**config.mk**
```make
export PLATFORM = sky130hd
export DESIGN_NAME = spbd_fifo
export DESIGN_NICKNAME = d
export VERILOG_FILES = /design/src/spbd_pkg.sv /design/src/spbd_fifo.sv
export SDC_FILE = /design/constraint.sdc
export NUM_CORES = 1
export LEC_CHECK = 0
export BUFFER_PORTS_ARGS = -buffer_cell sky130_fd_sc_hd__buf_2
export CORE_AREA = 2 2 88 90
export DETAILED_ROUTE_END_ITERATION = 8
export DIE_AREA = 0 0 90 92
export GPL_ROUTABILITY_DRIVEN = 0
export PLACE_DENSITY = 0.85
export SETUP_SLACK_MARGIN = 0.3
export SYNTH_ARGS = -nofsm -noshare
export SYNTH_HDL_FRONTEND = slang
export SYNTH_SLANG_ARGS = --single-unit
```
**constraint.sdc**
```tcl
create_clock -name clk_i -period 6.85 [get_ports clk_i]
set_input_delay 0.3425 -clock clk_i [delete_from_list [all_inputs] [get_ports clk_i]]
set_output_delay 0.3425 -clock clk_i [all_outputs]
set_load 0.02 [all_outputs]
```
**src/spbd_pkg.sv**
```systemverilog
// ----------------------------------------------------------------------------
// spbd_pkg: shared types, constants and table builder
// Frame and coefficient types, saturation, and the tanh table entry function.
// ----------------------------------------------------------------------------
`timescale 1ns / 1ps
`default_nettype none

package spbd_pkg;

  localparam int SampleBits    = 24;
  localparam int CoefBits      = 26;
  localparam int CoefFracBits  = 22;
  localparam int DriveBits     = 16;
  localparam int DriveFrac     = 14;
  localparam int RecipFrac     = 15;
  localparam int Channels      = 2;
  localparam int TanhDepth     = 1024;
  localparam int TabAddrBits   = $clog2(TanhDepth + 1);
  // table position fraction: magnitude covers 0..4 in Q.23, so 2 extra bits
  localparam int TanhFracBits  = SampleBits + 1;
  localparam int DrivenBits    = SampleBits + 2;
  localparam int CfgIndexBits  = 3;
  localparam int TdataBits     = Channels * SampleBits;
  localparam int QueueDepth    = 2;

  localparam int ExpTerms      = 30;
  localparam int ExpSquarings  = 4;
  localparam int NdShift       = 30;

  localparam logic [DriveBits-1:0]  DriveOne        = 16'd16384;
  localparam logic [DriveBits-1:0]  DriveGainReset  = 16'd16384;
  localparam logic [DriveBits-1:0]  DriveRecipReset = 16'd32768;
  localparam logic [63:0]           Q62One          = 64'd1 << 62;
  localparam logic [63:0]           TanhStep        = (64'd1 << 61) / TanhDepth;
  localparam logic [SampleBits-1:0] SampleMaxU      = {1'b0, {(SampleBits - 1){1'b1}}};
  localparam logic signed [31:0]    SatHi           = 32'(SampleMaxU);
  localparam logic signed [31:0]    SatLo           = -SatHi - 32'sd1;

  typedef logic signed [SampleBits-1:0] sample_t;
  typedef logic signed [CoefBits-1:0]   coef_t;

  localparam coef_t CoefB0Reset = 26'sd4194304;

  typedef enum logic [CfgIndexBits-1:0] {
    REG_B0    = 3'd0,
    REG_B1    = 3'd1,
    REG_B2    = 3'd2,
    REG_A1    = 3'd3,
    REG_A2    = 3'd4,
    REG_GAIN  = 3'd5,
    REG_RECIP = 3'd6
  } cfg_reg_e;

  typedef struct packed {
    coef_t b0;
    coef_t b1;
    coef_t b2;
    coef_t a1;
    coef_t a2;
  } biquad_coefs_t;

  typedef struct packed {
    logic [DriveBits-1:0] gain;
    logic [DriveBits-1:0] recip;
  } drive_cfg_t;

  // x[0] is left
  typedef struct packed {
    logic                     last;
    sample_t [Channels-1:0]   x;
  } frame_t;

  function automatic sample_t sat_sample(input logic signed [31:0] v);
    sample_t r;
    if (v > SatHi) begin
      r = SatHi[SampleBits-1:0];
    end else if (v < SatLo) begin
      r = SatLo[SampleBits-1:0];
    end else begin
      r = v[SampleBits-1:0];
    end
    return r;
  endfunction

  // Q.62 product, truncated; evaluated at elaboration only
  function automatic logic [63:0] mul_q62(input logic [63:0] a, input logic [63:0] b);
    logic [127:0] p;
    p = {64'd0, a} * {64'd0, b};
    return p[125:62];
  endfunction

  // shift-subtract division, elaboration only
  function automatic logic [63:0] udiv64(input logic [63:0] num, input logic [63:0] den);
    logic [64:0] rem;
    logic [63:0] quo;
    rem = '0;
    quo = '0;
    for (int b = 63; b >= 0; b--) begin
      rem = {rem[63:0], num[b]};
      if (rem >= {1'b0, den}) begin
        rem    = rem - {1'b0, den};
        quo[b] = 1'b1;
      end
    end
    return quo;
  endfunction

  // tanh(4*idx/TanhDepth) in Q1.23 via e^-z series, z = 8*idx/TanhDepth
  function automatic logic [SampleBits-1:0] tanh_entry(input int idx);
    logic [63:0] w;
    logic [63:0] term;
    logic [63:0] e;
    logic [63:0] n;
    logic [63:0] d;
    logic [63:0] t;
    w    = 64'(idx) * TanhStep;
    term = Q62One;
    e    = Q62One;
    for (int k = 1; k <= ExpTerms; k++) begin
      term = udiv64(mul_q62(term, w), 64'(k));
      if (k[0]) begin
        e = e - term;
      end else begin
        e = e + term;
      end
    end
    for (int k = 0; k < ExpSquarings; k++) begin
      e = mul_q62(e, e);
    end
    n = (Q62One - e) >> NdShift;
    d = (Q62One + e) >> NdShift;
    t = udiv64((n << (SampleBits - 1)) + (d >> 1), d);
    if (t > 64'(SampleMaxU)) begin
      t = 64'(SampleMaxU);
    end
    return t[SampleBits-1:0];
  endfunction

endpackage

`default_nettype wire

```
**src/spbd_fifo.sv**
```systemverilog
// ----------------------------------------------------------------------------
// spbd_fifo: small frame queue
// Decouples the drive front end from the biquad back end.
// ----------------------------------------------------------------------------
`timescale 1ns / 1ps
`default_nettype none

module spbd_fifo #(
  parameter int unsigned Depth = spbd_pkg::QueueDepth
) (
  input  logic             clk_i,
  input  logic             rst_ni,
  input  logic             push_valid_i,
  output logic             push_ready_o,
  input  spbd_pkg::frame_t push_frame_i,
  output logic             pop_valid_o,
  input  logic             pop_ready_i,
  output spbd_pkg::frame_t pop_frame_o
);

  localparam int PtrBits   = (Depth > 1) ? $clog2(Depth) : 1;
  localparam int CountBits = $clog2(Depth + 1);

  spbd_pkg::frame_t     mem_q [Depth];
  logic [PtrBits-1:0]   wr_ptr_q;
  logic [PtrBits-1:0]   rd_ptr_q;
  logic [CountBits-1:0] count_q;
  logic                 push;
  logic                 pop;

  assign push_ready_o = count_q < CountBits'(Depth);
  assign pop_valid_o  = count_q != '0;
  assign push         = push_valid_i && push_ready_o;
  assign pop          = pop_valid_o && pop_ready_i;
  assign pop_frame_o  = mem_q[rd_ptr_q];

  always_ff @(posedge clk_i) begin
    if (push) begin
      mem_q[wr_ptr_q] <= push_frame_i;
    end
  end

  always_ff @(posedge clk_i or negedge rst_ni) begin
    if (!rst_ni) begin
      wr_ptr_q <= '0;
      rd_ptr_q <= '0;
      count_q  <= '0;
    end else begin
      if (push) begin
        wr_ptr_q <= (wr_ptr_q == PtrBits'(Depth - 1)) ? '0 : wr_ptr_q + 1'b1;
      end
      if (pop) begin
        rd_ptr_q <= (rd_ptr_q == PtrBits'(Depth - 1)) ? '0 : rd_ptr_q + 1'b1;
      end
      if (push && !pop) begin
        count_q <= count_q + 1'b1;
      end else if (pop && !push) begin
        count_q <= count_q - 1'b1;
      end
    end
  end

`ifndef ASSERT_OFF
  a_count_bound: assert property (@(posedge clk_i) disable iff (!rst_ni)
    count_q <= CountBits'(Depth))
    else $error("queue count above depth");

  a_push_only_grows: assert property (@(posedge clk_i) disable iff (!rst_ni)
    (push && !pop) |=> (count_q == $past(count_q) + 1'b1))
    else $error("queue count did not grow on push");
`endif

endmodule

`default_nettype wire

```
# Word-level counts from Yosys, hierarchy flattened
# Memory sizes are Yosys's and may differ from the RTL's.
# Cells that the tools add are included.
# word_totals
ff_bits,4
mem_bits_rw,98
in_bits,53
output_inout_bits,51
wordCells,23
n_memories,1
# memory_table
name,depth,width,rd,rd_ports_with_merged_regs,wr,line_no,rtl
mem_q,2,49,1,0,1,spbd_fifo.sv:24,spbd_pkg::frame_t mem_q [Depth];
# classes
add_sub_neg,4
order_cmp,1
muxes,6
reduce_logical,8
# op_table
cell,count
logical AND 1 bit,4
2-to-1 mux 1 bit,4
2-to-1 mux 2 bit,2
nonzero test 2 bit,2
adder 1 bit (second input constant),2
adder 2 x 1 -> 2 bit (second input constant),1
zero test 1 bit,2
< comparator 2 bit (second input constant),1
subtractor 2 x 1 -> 2 bit (second input constant),1

# Longest topological paths before layout
# logic_depth
word_depth,6
depth_mapped,6
ltp_nobuf,6

# Least setup slack after synthesis
# OpenSTA, ideal clock, no wires.
# synth_timing
path_kind,register to register
start,register count_q[1]
end,"memory mem_q[0][0] in the netlist's numbering, enable pin"
setup_ps,462
arrival_time_ps,2823
path_slack_ps,3565
path_stages_with_launch,3
synth_period_minus_slack_ps,3285
path_cell_list,dfrtp_1 nor2b_1 nor2b_1
# synth_via
elab_chain_cells,4
# synth_rtl
element,line_no,rtl
start: declaration,spbd_fifo.sv:27,logic [CountBits-1:0] count_q;
start signal: assignment,spbd_fifo.sv:56,count_q <= count_q + 1'b1;
start signal: assignment,spbd_fifo.sv:58,count_q <= count_q - 1'b1;
< comparator 2 bit,spbd_fifo.sv:31,assign push_ready_o = count_q < CountBits'(Depth);
logical AND 1 bit,spbd_fifo.sv:33,assign push = push_valid_i && push_ready_o;
named net push,spbd_fifo.sv:28,logic push;
2-to-1 mux 1 bit,spbd_fifo.sv:38,if (push) begin
2-to-1 mux 1 bit (not written as such),spbd_fifo.sv:39,mem_q[wr_ptr_q] <= push_frame_i;
end: declaration,spbd_fifo.sv:24,
# The timed path passes the listed nets, and every way through them passes these cells.

==> results.cfg <==
[run_status]
run_status = completed

[power_and_ir_drop]
power.leakage_nw = 1.90
worst_ir_drop_vdd_v = 0.000296
power_density_nw_per_um2 = 410

[sta]
fin_tns_setup_ns = 0
final_hold_viol_count = 0
timing.final.crit_period_ns = 2.29
fmax_mhz = 437
finalSetupViolations = 0
final-max-slew-violation-count = 0
fin_worst_skew_ns = 0.0106
timing.final.crit_share = 0.334
worst_slew_pin_slew_ns = 1.18
whs_ns = 0.171
setup_slack_ns = 4.56
max-slew-margin-rel = 0.213
grt_setup_unrepaired = false

[setup_path]
ff2ff_setup_slack_ns = 4.79
cpLargestDelayFamily = flip-flops
rr_endpoint = mem_q[1][14]
critPathSlowestCell = dfrtp_4
reg2reg_depth = 2
worstPathBufferInverterCount = 1
worstSetupPathType = flip-flop to output pin
required_ns = 6.51
crit-reg2reg-launch = count_q[1]
timing.critical_path.to_type = output pin
start_kind = flip-flop
timing.critical_path.arrival_ns = 1.94
slowest_delay_ns = 1.05
critical_path.max_fanout = 50
critical_path.cell_chain = mux2_4 > buf_2

[synth]
synth_fp_nets = 224
synth.avg_cell_area_um2 = 23.4
synth.cell_area_um2 = 3980
synth_area_leader_cell = edfxtp_1
synthCells = 170
ys_seq_area_frac = 0.764
synth_seq_cells = 102
yosysTopAreaCellShare = 0.739
synth_area_leaders = edfxtp_1 (74%), mux2_4 (18%), buf_12 (2.5%)
synthDistinctLibCells = 14
yosysWarningCount = 0

[finish]
ff_latch_area_um2 = 3050
numnets_final = 334
layoutNonFillerInstCount = 387
stdcell_area_um2 = 4740
layout-area-overhead-vs-synth_pct = 19.1
drive_gt1_frac = 0.600
antenna_cells = 0
fillers = 553
multi_input_area_um2 = 833

[die]
rows = 32
core_area_um2 = 7450
die_height_um = 92
floorplan.initialDensity = 0.535
pin_count = 104
fp.dieW_um = 90
die-area_um2 = 8280

[clocking]
numClockSinks = 102
cts_resized = 0
post_cts.repair.setup_buffers = 0
cts_tree = done
cts-root-to-sink-buffers = 2
clk_transition_reported_paths_ns = 0.10
clockRootBuffer = clkbuf_8
clk_latency_ns = 0.35
cts-buffers-inserted = 9
cts_htree_levels = 3

[detailed_routing]
route.antenna.remaining_nets = 0
detail_route.iter0.violations = 117
routed_via_count_divided_by_cell_count = 4.71
drt-wirelength-per-cell_um = 15.7
drcViolationCount = 0
drtPass1Iterations = 4
finalWirelength_mm = 6.09
route.vias.total = 1822

[global_route]
grtUsageTotal = 0.149
grt_start_max_net_pins = 51
grt_first_pass_wirelength_mm = 9.29
antenna_found_initial = 0
overflow_left_after_global_routing = 0
number_of_global_route_vias_before_repair = 1830

[min_path]
timing.hold.worst_path_depth = 1
worstHoldEndpoint = mem_q[0][0]
hold_path.startpoint = push_frame_i[0]
worst_hold_path_type = primary input to flip-flop

[flow_run]
max_cap_violations = 0

[placement]
place_ws_ns = 4.71
placement.cell_area_um2 = 4530
placement.io_buffers = 103
place.detailed.instances = 370
## per-layer routing
metal	GRT usage	vias to the layer above	part of all wire
met1	0.185	882	0.43
met3	0.0485	6	0.054
met2	0.245	56	0.51
met4	0.0577	0	0.012
li1	-	878	-
met5	0	-	0
## cell usage after synthesis
library cell and n:
and2_1 1, buf_12 5, buf_6 1, dfrtp_1 4, edfxtp_1 98, ha_1 1
inv_1 1, mux2_4 49, nand2_1 1, nor2_1 1, nor2b_1 2, or2_1 1
xnor2_1 3, xor2_1 2
## state kept, by name, summed over array words and instances, names as in the netlist
signal and cells:
count_q 2, mem_q 98, rd_ptr_q 1, wr_ptr_q 1
## power breakdown
group	internal, W	switching, W
sequential	0.000821	0.000112
combinational	0.000324	0.000314
clock	0.000172	0.000201
## cell families (layout without fill, tap and decap cells)
kind of cell	after synthesis	count (layout)	synth area share
AND/OR/NAND/NOR	6	6	0.00817
adder cells (fa/ha/maj)	1	1	0.00314
multiplexers	49	49	0.185
buffers and inverters	7	122	0.0289
XOR/XNOR	5	5	0.0110
flip-flops	102	102	0.764
## what timing repair did
action                                  in CTS  in global routing
endpoints found under the hold margin        4                  0
hold buffers                                 1                  0
endpoints found under the setup margin       0                  0
## per-stage QoR
| step | power (W) | utilization |
|---|---|---|
| floorplan | 0.00147 | - |
| global placement | 0.00158 | 0.609 |
| detailed placement | 0.00160 | 0.609 |
| CTS | 0.00196 | 0.637 |
| global route | 0.00204 | 0.637 |
| finish | 0.00194 | 0.637 |
## worst max path at each step
stage | startpoint | to | cells after the start
CTS | rd_ptr_q | pop_frame_o[22] | 2
global route | rd_ptr_q | pop_frame_o[0] | 2
detailed placement | push_valid_i | mem_q[1][0] | 3
global placement | push_valid_i | mem_q[1][37] | 3
floorplan | count_q[1] | mem_q[0][0] | 2
finish | rd_ptr_q | pop_frame_o[22] | 2
## area by class of cell
cell class | count | area share
inverters | 1 | 0.000791
clock inverters | 6 | 0.0150
clock buffers | 10 | 0.0269
flip-flops and latches | 102 | 0.642
multi-input cells | 61 | 0.176
well taps | 102 | 0.0269
repair buffers | 105 | 0.112
## cell usage in the layout (no fill, tap or decap), types with 2 or more instances in the layout
cell type	n
edfxtp_1	98
xnor2_1	3
buf_2	103
clkbuf_8	9
mux2_4	49
dfrtp_1	3
clkinvlp_4	2
clkinv_4	2
xor2_1	2
Note: power is estimated with default switching activity, not from simulation.
