==> src/spbd_pkg.sv <==
// ----------------------------------------------------------------------------
// spbd_pkg: shared types, constants and table builder
// Frame and coefficient types, saturation, and the tanh table entry function.
// ----------------------------------------------------------------------------
`timescale 1ns / 1ps
`default_nettype none

package spbd_pkg;

  localparam int SampleBits    = 24;
  localparam int CoefBits      = 26;
  localparam int CoefFracBits  = 22;
  localparam int DriveBits     = 16;
  localparam int DriveFrac     = 14;
  localparam int RecipFrac     = 15;
  localparam int Channels      = 2;
  localparam int TanhDepth     = 1024;
  localparam int TabAddrBits   = $clog2(TanhDepth + 1);
  // table position fraction: magnitude covers 0..4 in Q.23, so 2 extra bits
  localparam int TanhFracBits  = SampleBits + 1;
  localparam int DrivenBits    = SampleBits + 2;
  localparam int CfgIndexBits  = 3;
  localparam int TdataBits     = Channels * SampleBits;
  localparam int QueueDepth    = 2;

  localparam int ExpTerms      = 30;
  localparam int ExpSquarings  = 4;
  localparam int NdShift       = 30;

  localparam logic [DriveBits-1:0]  DriveOne        = 16'd16384;
  localparam logic [DriveBits-1:0]  DriveGainReset  = 16'd16384;
  localparam logic [DriveBits-1:0]  DriveRecipReset = 16'd32768;
  localparam logic [63:0]           Q62One          = 64'd1 << 62;
  localparam logic [63:0]           TanhStep        = (64'd1 << 61) / TanhDepth;
  localparam logic [SampleBits-1:0] SampleMaxU      = {1'b0, {(SampleBits - 1){1'b1}}};
  localparam logic signed [31:0]    SatHi           = 32'(SampleMaxU);
  localparam logic signed [31:0]    SatLo           = -SatHi - 32'sd1;

  typedef logic signed [SampleBits-1:0] sample_t;
  typedef logic signed [CoefBits-1:0]   coef_t;

  localparam coef_t CoefB0Reset = 26'sd4194304;

  typedef enum logic [CfgIndexBits-1:0] {
    REG_B0    = 3'd0,
    REG_B1    = 3'd1,
    REG_B2    = 3'd2,
    REG_A1    = 3'd3,
    REG_A2    = 3'd4,
    REG_GAIN  = 3'd5,
    REG_RECIP = 3'd6
  } cfg_reg_e;

  typedef struct packed {
    coef_t b0;
    coef_t b1;
    coef_t b2;
    coef_t a1;
    coef_t a2;
  } biquad_coefs_t;

  typedef struct packed {
    logic [DriveBits-1:0] gain;
    logic [DriveBits-1:0] recip;
  } drive_cfg_t;

  // x[0] is left
  typedef struct packed {
    logic                     last;
    sample_t [Channels-1:0]   x;
  } frame_t;

  function automatic sample_t sat_sample(input logic signed [31:0] v);
    sample_t r;
    if (v > SatHi) begin
      r = SatHi[SampleBits-1:0];
    end else if (v < SatLo) begin
      r = SatLo[SampleBits-1:0];
    end else begin
      r = v[SampleBits-1:0];
    end
    return r;
  endfunction

  // Q.62 product, truncated; evaluated at elaboration only
  function automatic logic [63:0] mul_q62(input logic [63:0] a, input logic [63:0] b);
    logic [127:0] p;
    p = {64'd0, a} * {64'd0, b};
    return p[125:62];
  endfunction

  // shift-subtract division, elaboration only
  function automatic logic [63:0] udiv64(input logic [63:0] num, input logic [63:0] den);
    logic [64:0] rem;
    logic [63:0] quo;
    rem = '0;
    quo = '0;
    for (int b = 63; b >= 0; b--) begin
      rem = {rem[63:0], num[b]};
      if (rem >= {1'b0, den}) begin
        rem    = rem - {1'b0, den};
        quo[b] = 1'b1;
      end
    end
    return quo;
  endfunction

  // tanh(4*idx/TanhDepth) in Q1.23 via e^-z series, z = 8*idx/TanhDepth
  function automatic logic [SampleBits-1:0] tanh_entry(input int idx);
    logic [63:0] w;
    logic [63:0] term;
    logic [63:0] e;
    logic [63:0] n;
    logic [63:0] d;
    logic [63:0] t;
    w    = 64'(idx) * TanhStep;
    term = Q62One;
    e    = Q62One;
    for (int k = 1; k <= ExpTerms; k++) begin
      term = udiv64(mul_q62(term, w), 64'(k));
      if (k[0]) begin
        e = e - term;
      end else begin
        e = e + term;
      end
    end
    for (int k = 0; k < ExpSquarings; k++) begin
      e = mul_q62(e, e);
    end
    n = (Q62One - e) >> NdShift;
    d = (Q62One + e) >> NdShift;
    t = udiv64((n << (SampleBits - 1)) + (d >> 1), d);
    if (t > 64'(SampleMaxU)) begin
      t = 64'(SampleMaxU);
    end
    return t[SampleBits-1:0];
  endfunction

endpackage

`default_nettype wire

==> src/spbd_back.sv <==
// ----------------------------------------------------------------------------
// spbd_back: direct-form-I biquad per lane
// One multiplier per lane walks the five taps, then rounds, saturates,
// updates the history and loads the output register.
// ----------------------------------------------------------------------------
`timescale 1ns / 1ps
`default_nettype none

module spbd_back (
  input  logic                    clk_i,
  input  logic                    rst_ni,
  input  logic                    pop_valid_i,
  output logic                    pop_ready_o,
  input  spbd_pkg::frame_t        pop_frame_i,
  input  spbd_pkg::biquad_coefs_t coefs_i,
  output logic                    out_valid_o,
  input  logic                    out_ready_i,
  output spbd_pkg::frame_t        out_frame_o
);

  localparam int SampleBits = spbd_pkg::SampleBits;
  localparam int CoefBits   = spbd_pkg::CoefBits;
  localparam int FracBits   = spbd_pkg::CoefFracBits;
  localparam int OpBits     = CoefBits + 1;
  localparam int ProdBits   = OpBits + SampleBits;
  localparam int AccBits    = ProdBits + 3;
  localparam logic signed [AccBits-1:0] RoundHalf = AccBits'(1) << (FracBits - 1);

  typedef enum logic [3:0] {
    B_IDLE = 4'b0001,
    B_MAC  = 4'b0010,
    B_ACC  = 4'b0100,
    B_OUT  = 4'b1000
  } back_state_e;

  typedef enum logic [2:0] {
    TAP_B0 = 3'd0,
    TAP_B1 = 3'd1,
    TAP_B2 = 3'd2,
    TAP_A1 = 3'd3,
    TAP_A2 = 3'd4
  } tap_e;

  back_state_e      state_q;
  back_state_e      state_d;
  tap_e             cnt_q;
  logic             take;
  logic             out_free;
  logic             commit;
  logic             add_en;
  logic             last_q;
  logic             out_valid_q;
  spbd_pkg::frame_t out_frame_q;

  spbd_pkg::sample_t y_lane [spbd_pkg::Channels];

  assign pop_ready_o = state_q == B_IDLE;
  assign take        = pop_valid_i && pop_ready_o;
  assign out_free    = !out_valid_q || out_ready_i;
  assign commit      = (state_q == B_OUT) && out_free;
  // the b0 product is registered and lands in the next cycle, so add nothing while cnt_q is TAP_B0
  assign add_en      = ((state_q == B_MAC) && (cnt_q != TAP_B0)) || (state_q == B_ACC);
  assign out_valid_o = out_valid_q;
  assign out_frame_o = out_frame_q;

  always_comb begin
    state_d = state_q;
    case (state_q)
      B_IDLE:  if (pop_valid_i) state_d = B_MAC;
      B_MAC:   if (cnt_q == TAP_A2) state_d = B_ACC;
      B_ACC:   state_d = B_OUT;
      B_OUT:   if (out_free) state_d = B_IDLE;
      default: state_d = B_IDLE;
    endcase
  end

  always_ff @(posedge clk_i or negedge rst_ni) begin
    if (!rst_ni) begin
      state_q     <= B_IDLE;
      cnt_q       <= TAP_B0;
      out_valid_q <= 1'b0;
    end else begin
      state_q <= state_d;
      if (take) begin
        cnt_q <= TAP_B0;
      end else if ((state_q == B_MAC) && (cnt_q != TAP_A2)) begin
        cnt_q <= tap_e'(cnt_q + 1'b1);
      end
      if (commit) begin
        out_valid_q <= 1'b1;
      end else if (out_ready_i) begin
        out_valid_q <= 1'b0;
      end
    end
  end

  always_ff @(posedge clk_i) begin
    if (take) begin
      last_q <= pop_frame_i.last;
    end
    if (commit) begin
      out_frame_q.last <= last_q;
      for (int ch = 0; ch < spbd_pkg::Channels; ch++) begin
        out_frame_q.x[ch] <= y_lane[ch];
      end
    end
  end

  for (genvar ch = 0; ch < spbd_pkg::Channels; ch++) begin : g_lane
    spbd_pkg::sample_t          x_q;
    spbd_pkg::sample_t          x1_q;
    spbd_pkg::sample_t          x2_q;
    spbd_pkg::sample_t          y1_q;
    spbd_pkg::sample_t          y2_q;
    logic signed [OpBits-1:0]   c_op;
    spbd_pkg::sample_t          s_op;
    logic signed [ProdBits-1:0] prod_d;
    logic signed [ProdBits-1:0] prod_q;
    logic signed [AccBits-1:0]  acc_q;

    // feedback taps enter with the coefficient negated
    always_comb begin
      case (cnt_q)
        TAP_B0: begin
          c_op = {coefs_i.b0[CoefBits-1], coefs_i.b0};
          s_op = x_q;
        end
        TAP_B1: begin
          c_op = {coefs_i.b1[CoefBits-1], coefs_i.b1};
          s_op = x1_q;
        end
        TAP_B2: begin
          c_op = {coefs_i.b2[CoefBits-1], coefs_i.b2};
          s_op = x2_q;
        end
        TAP_A1: begin
          c_op = -$signed({coefs_i.a1[CoefBits-1], coefs_i.a1});
          s_op = y1_q;
        end
        TAP_A2: begin
          c_op = -$signed({coefs_i.a2[CoefBits-1], coefs_i.a2});
          s_op = y2_q;
        end
        default: begin
          c_op = '0;
          s_op = '0;
        end
      endcase
    end

    assign prod_d = c_op * s_op;
    assign y_lane[ch] =
      spbd_pkg::sat_sample(32'($signed(acc_q[AccBits-1:FracBits])));

    always_ff @(posedge clk_i) begin
      if (take) begin
        x_q <= pop_frame_i.x[ch];
      end
      prod_q <= prod_d;
      if (take) begin
        acc_q <= RoundHalf;
      end else if (add_en) begin
        acc_q <= acc_q + AccBits'(prod_q);
      end
    end

    always_ff @(posedge clk_i or negedge rst_ni) begin
      if (!rst_ni) begin
        x1_q <= '0;
        x2_q <= '0;
        y1_q <= '0;
        y2_q <= '0;
      end else if (commit) begin
        x1_q <= x_q;
        x2_q <= x1_q;
        y1_q <= y_lane[ch];
        y2_q <= y1_q;
      end
    end
  end

`ifndef ASSERT_OFF
  a_commit_shows: assert property (@(posedge clk_i) disable iff (!rst_ni)
    commit |=> out_valid_q)
    else $error("computed frame not presented at output");
`endif

endmodule

`default_nettype wire
==> config.mk <==
export PLATFORM = sky130hd
export DESIGN_NAME = spbd_back
export DESIGN_NICKNAME = d
export VERILOG_FILES = /design/src/spbd_pkg.sv /design/src/spbd_back.sv
export SDC_FILE = /design/constraint.sdc
export NUM_CORES = 2
export LEC_CHECK = 0
export BUFFER_PORTS_ARGS = -buffer_cell sky130_fd_sc_hd__buf_2
export CORE_MARGIN = 2
export CORE_UTILIZATION = 40
export CTS_BUF_LIST = sky130_fd_sc_hd__clkbuf_16
export CTS_CLUSTER_SIZE = 24
export DETAILED_ROUTE_END_ITERATION = 6
export GPL_TIMING_DRIVEN = 1
export PLACE_DENSITY_LB_ADDON = 0.2
export SLEW_MARGIN = 25
export SYNTH_ARGS = -nofsm -noshare
export SYNTH_HDL_FRONTEND = slang
export SYNTH_SLANG_ARGS = --single-unit
==> constraint.sdc <==
create_clock -name clk_i -period 13.37 [get_ports clk_i]
set_input_delay 2.0055 -clock clk_i [delete_from_list [all_inputs] [get_ports clk_i]]
set_output_delay 2.0055 -clock clk_i [all_outputs]
set_load 0.01 [all_outputs]
## Word-level counts from Yosys, hierarchy flattened

Index checks and enable logic that the tools add are counted.

| operators by class | value |
|---|---|
| multiplexer cells | 15 |
| $lt $le $gt $ge | 4 |
| multipliers | 2 |
| reduce and logical (&&, ||, !) cells | 12 |
| $add $sub $neg | 5 |
| eq/ne operators | 12 |

Operators with widths:

| kind | number |
|---|---|
| 24-bit case mux with 5 select lines | 2 |
| 27-bit case mux with 5 select lines | 1 |
| 54-bit by 51-bit adder with 54-bit output | 2 |
| 27-bit by 24-bit multiplier with 51-bit output | 2 |
| 24-bit two-way mux | 4 |
| 32-bit by 24-bit > comparator with 1-bit output, second input constant | 2 |
| 32-bit by 24-bit less-than comparator with 1-bit output, second input constant | 2 |
| 26-bit negator with 27-bit output | 2 |
| 4-bit case mux with 4 select lines | 1 |
| 4-bit two-way mux | 3 |
| 3-bit by 2-bit == test with 1-bit output, second input constant | 2 |
| 3-bit two-way mux | 2 |
| 2-bit inequality test, second input constant | 3 |
| 4-bit by 1-bit == test with 1-bit output, second input constant | 1 |
| 4-bit by 2-bit == test with 1-bit output, second input constant | 1 |
| 4-bit by 3-bit == test with 1-bit output, second input constant | 1 |
| 4-bit == test, second input constant | 1 |
| 1-bit logical AND | 4 |
| 2-bit nonzero test | 2 |
| 3-bit by 1-bit adder with 3-bit output, second input constant | 1 |
| 3-bit by 1-bit == test with 1-bit output, second input constant | 1 |
| 3-bit == test, second input constant | 1 |
| 3-bit logical NOT | 1 |
| 3-bit inequality test, second input constant | 1 |
| 5 further kinds | 7 |

| word-level totals | value |
|---|---|
| output and inout bits | 51 |
| flip-flop bits (word level) | 508 |
| word-level logic and storage cells | 71 |
| input port bits | 183 |

## Longest topological paths before layout

| logic depth | value |
|---|---|
| depth after elaboration | 4 |
| mapped depth | 40 |
| depth with buffers taken out | 36 |

## Worst setup path before layout

No wires, ideal clock.

| timing path | value |
|---|---|
| kind | input to register |
| from | input port coefs_i[28] (netlist name) |
| to | register g_lane[0].prod_q[48] |
| stages on the path | 34 |
| setup time | 72 ps |
| required time | 13298 ps |
| arrival | 11351 ps |
| buffers on the path | 2 |
| setup slack | 1947 ps |
| path through | or3_1 > or4_1 > nand2b_1 > or4_1 > nand2b_1 > xor2_1 > a221o_1 > clkbuf_1 > clkbuf_1 > nand2_1 > fa_1 > inv_1 > fa_1 > inv_1 > fa_1 > fa_1 > inv_1 > fa_1 > fa_1 > inv_1 > fa_1 > inv_1 > ha_1 > a21o_1 > a21o_1 > a21o_1 > a221o_1 > a221o_1 > a41oi_1 > o211ai_1 > a311oi_1 > nor3_1 > a211oi_1 > xnor2_1 |

| on the way | value |
|---|---|
| longest elaborated chain between the ends | 3 |

Ends and longest elaborated chain:

| element | RTL line | text |
|---|---|---|
| start, declared | spbd_back.sv:15 | `input spbd_pkg::biquad_coefs_t coefs_i,` |
| 26-bit negator with 27-bit output | spbd_back.sv:137 | `c_op = -$signed({coefs_i.a1[CoefBits-1], coefs_i.a1});` |
| 27-bit case mux with 5 select lines | spbd_back.sv:123 | `case (cnt_q)` |
| 27-bit by 24-bit multiplier with 51-bit output | spbd_back.sv:151 | `assign prod_d = c_op * s_op;` |
| via g_lane[0].prod_d[48] | spbd_back.sv:117 | `logic signed [ProdBits-1:0] prod_d;` |
| end signal, assigned | spbd_back.sv:159 | `prod_q <= prod_d;` |
| end, declared | spbd_back.sv:118 | `logic signed [ProdBits-1:0] prod_q;` |

The timed path passes the listed nets, and every way through them passes these cells.
A chain may end at the register's enable or synchronous reset.

## Worst setup path after layout

| timing path | value |
|---|---|
| from | input port coefs_i[3] (netlist name) |
| to | register g_lane[0].prod_q[48] |

| on the way | value |
|---|---|
| longest elaborated chain between the ends | 3 |

Ends and longest elaborated chain:

| element | RTL line | text |
|---|---|---|
| 26-bit negator with 27-bit output | spbd_back.sv:141 | `c_op = -$signed({coefs_i.a2[CoefBits-1], coefs_i.a2});` |
| 27-bit case mux with 5 select lines | spbd_back.sv:123 |  |
| 27-bit by 24-bit multiplier with 51-bit output | spbd_back.sv:151 |  |
| via g_lane[0].prod_d[48] | spbd_back.sv:117 |  |

The timed path passes the listed nets, and every way through them passes these cells.

==> results.cfg <==
[logic_synthesis]
synth.yosys.warnings = 0
synth_edf_count = 98
proportion_of_synthesized_area_in_mux_cells_pct = 0.129
xor_xnor_cell_area_share_of_the_yosys_netlist_pct = 2.92
postSynthCellCount = 8037
synth_adder_area_share_pct = 44.9
synth-main-ff-cell = sky130_fd_sc_hd__dfxtp_1
synth_seq_cells = 508
synthesized_area_mm2 = 0.0710
post_synth.cell_area_avg_um2 = 8.84
dominant_combinational_cell_family_by_area_after_synthesis = adder cells
ys_types = 83
synth-compound-area-share_pct = 9.35
post_synth_and_or_nand_nor_area_fraction_pct = 15.3
sequential_area_share_after_synthesis_pct = 17.1
mappedNetlistNets = 9961
synth-async-reset-ratio_pct = 39.4

[detailed_routing]
vias_per_cell = 5.37
detail_route.iter0.violations = 4773
final_wirelength_um = 252000
drt.antenna.violating_nets = 0
drc = 12
wl_met1_um = 102000
dr.max_layer_used = met5
routed-via-count = 56500
detailroute.wirelength.met2_um = 118000
drt_wl_cell_um = 23.9
drt_pre_antenna_iters = 7
wl_met3_um = 18100

[clock_network]
tritoncts.num_buffers = 59
ctsLongestPathBuffers = 3
number_of_buffers_added_to_fix_hold_violations_after_cts = 0
htree_levels = 2
cts_tree = yes
clk_pin_slew_ns = 0.06
clkLatencyLatePin_ns = 0.70
post_cts_resized = 0
cts_sinks = 508
post_cts_buffers = 0
ctsRootBufferMaster = sky130_fd_sc_hd__clkbuf_16

[cells_and_area]
area_growth_syn_to_layout_pct = 9.06
fraction_of_final_layout_cells_sized_beyond_drive_strength_1_pct = 7.42
fillers = 17300
layout_nets = 10000
final_util_pct = 43.9

[sta]
final_setup_margin_ns = 1.05
max_freq_mhz = 81.2
min_period_ns = 12.32
setup_viol = 0
transition_at_the_pin_with_the_smallest_max_transition_slack_ns = 1.16
finalHoldViolations = 0
final-max-slew-violation-count = 0
clock_skew_ns = 0.0390
slew_headroom_pct = 22.7
layout_worst_path_cycle_share_pct = 92.1
holdWs_ns = 0.427
tns_ns = 0
grt_setup_unrepaired = no

[floorplanning]
ioPinCount = 234
die_height_um = 425
floorplan.core_area_mm2 = 0.176
die-width_um = 425
start_util_pct = 40.3
std_cell_rows = 154
die-area_mm2 = 0.181

[setup_path]
worstPathMaxFanout = 22
critPathRequiredTime_ns = 13.96
timing.critical_path.mode_cell = sky130_fd_sc_hd__fa_1
crit_path_start_kind = input pin
critPathCaptureType = flop
cp.arrival_ns = 12.91
crit_slowest_cell = sky130_fd_sc_hd__nor4_1
cpPeakStageDelay_ns = 0.78
criticalPathCategory = in -> reg

[global_routing]
via_count_of_the_first_global_routing_pass = 58900
grt_pass1_wl_um = 378000
grt_remaining_overflow = 0
global_route.usage.total_pct = 28.2
grt_start_max_net_pins = 134
antenna_found_initial = 11

[status]
failed_checks = DRC
status = complete, but fails checks

[place]
half_perimeter_wire_length_of_the_detailed_placement_result_um = 197000
gp_congestion = 0.955
detailedPlace.worstSlack_ns = 0.576
portBuffers = 233

[worst_hold_path]
hold_path.class = reg -> reg

[flow_run]
drv.max_cap_violation_count = 0
flip-flops by register name (all words and copies together), names as in the netlist, 3 cells and up:
register	count
out_frame_o	49
g_lane.x2_q	48
g_lane.prod_q	102
g_lane.y2_q	48
state_q	4
cnt_q	3
g_lane.x_q	48
g_lane.x1_q	48
g_lane.acc_q	108
g_lane.y1_q	48
worst max-delay path: cells and delay by family:
| family | cells | cell delay [ns] |
|---|---|---|
| buffers and inverters | 7 | 0.99 |
| and+or+nand+nor | 6 | 2.62 |
| adders and majority gates | 8 | 3.89 |
| AOI/OAI and AO/OA | 10 | 2.95 |
| xor gates and xnor gates | 2 | 0.38 |
Yosys cell counts, types with 98 or more instances:
master | number | area share, %
sky130_fd_sc_hd__nand2_1 | 1606 | 8.5
sky130_fd_sc_hd__inv_1 | 1543 | 8.2
sky130_fd_sc_hd__fa_1 | 1348 | 38
sky130_fd_sc_hd__nor2_1 | 591 | 3.1
sky130_fd_sc_hd__ha_1 | 393 | 6.9
sky130_fd_sc_hd__clkbuf_1 | 360 | 1.9
sky130_fd_sc_hd__a21oi_1 | 251 | 1.8
sky130_fd_sc_hd__dfxtp_1 | 210 | 5.9
sky130_fd_sc_hd__dfrtp_1 | 199 | 7.0
sky130_fd_sc_hd__a21o_1 | 193 | 2.0
sky130_fd_sc_hd__xnor2_1 | 156 | 1.9
sky130_fd_sc_hd__o21ai_0 | 155 | 1.1
sky130_fd_sc_hd__edfxtp_1 | 98 | 4.1
per-stage QoR:
stage / cells / instance area [µm²]
2_1_floorplan: 8037 / 71000
3_3_place_gp: 10400 / 75400
3_5_place_dp: 10400 / 75400
4_1_cts: 10500 / 77400
5_1_grt: 10500 / 77500
6_report: 10500 / 77500
cells by family after synthesis:
logic type	Yosys count
buffers and inverters	1935
flip-flops	508
adder cells (fa/ha/maj)	1741
AO/OA/AOI/OAI	990
multiplexers	9
AND/OR/NAND/NOR	2617
XOR/XNOR	237
final timing paths:
kind,from,end,slack (ns),depth (start not counted)
worst min-delay path,last_q$_DFFE_PP_,out_frame_o[48]$_DFFE_PP_,0.43,0
max in group asynchronous,rst_ni,g_lane[0].y2_q[19]$_DFFE_PN0P_,10.81,2
min in group asynchronous,rst_ni,g_lane[1].x2_q[7]$_DFFE_PN0P_,1.33,1
worst max register to register,cnt_q[0]$_DFFE_PN0P_,g_lane[0].prod_q[48]$_DFF_P_,2.20,30
worst min register to register,last_q$_DFFE_PP_,out_frame_o[48]$_DFFE_PP_,0.43,0
worst max-delay path,coefs_i[3],g_lane[0].prod_q[48]$_DFF_P_,1.05,33
layout make-up:
cell class / instances / area [µm²] / area share, %
repair buffers: 409 / 2570 / 3.32
diodes: 3 / 7.51 / 0.00969
flip-flops and latches: 508 / 12200 / 15.7
clock buffers: 61 / 1530 / 1.97
well taps: 2340 / 2930 / 3.78
inverters: 1543 / 5800 / 7.49
multi-input cells: 5594 / 52000 / 67.1
clock inverters: 51 / 484 / 0.625
placed cells by master, fill, tap and decap left out, types with 19 or more instances in the layout:
| master | count |
|---|---|
| sky130_fd_sc_hd__buf_2 | 232 |
| sky130_fd_sc_hd__nor2b_1 | 31 |
| sky130_fd_sc_hd__dfrtp_1 | 198 |
| sky130_fd_sc_hd__xor2_1 | 81 |
| sky130_fd_sc_hd__inv_1 | 1552 |
| sky130_fd_sc_hd__o21bai_1 | 30 |
| sky130_fd_sc_hd__a211oi_1 | 19 |
| sky130_fd_sc_hd__nor2_1 | 591 |
| sky130_fd_sc_hd__a21oi_1 | 249 |
| sky130_fd_sc_hd__nor3_1 | 38 |
| sky130_fd_sc_hd__nand3_1 | 66 |
| sky130_fd_sc_hd__nand2_1 | 1606 |
| sky130_fd_sc_hd__and3_1 | 37 |
| sky130_fd_sc_hd__a22oi_1 | 70 |
| sky130_fd_sc_hd__edfxtp_1 | 98 |
| sky130_fd_sc_hd__o21ai_0 | 142 |
| sky130_fd_sc_hd__xnor2_1 | 155 |
| sky130_fd_sc_hd__buf_4 | 170 |
| sky130_fd_sc_hd__dfxtp_1 | 210 |
| sky130_fd_sc_hd__a221o_1 | 21 |
| sky130_fd_sc_hd__clkbuf_16 | 61 |
| sky130_fd_sc_hd__a222oi_1 | 45 |
| sky130_fd_sc_hd__a21o_1 | 193 |
| sky130_fd_sc_hd__nand2b_1 | 44 |
| sky130_fd_sc_hd__fa_1 | 1348 |
| sky130_fd_sc_hd__nand4_1 | 44 |
| sky130_fd_sc_hd__and2_1 | 56 |
| sky130_fd_sc_hd__o21a_1 | 39 |
| sky130_fd_sc_hd__ha_1 | 390 |
| sky130_fd_sc_hd__a31oi_1 | 27 |
metal layers:
layer / vias up / track usage (%)
li1: 24800 / -
met1: 28900 / 36.4
met2: 2179 / 46.0
met3: 506 / 4.59
met4: 10 / 13.5
met5: - / 0
Power is not shown: default switching activity piles up to over one toggle a cycle in this logic, so the estimate is an artifact.
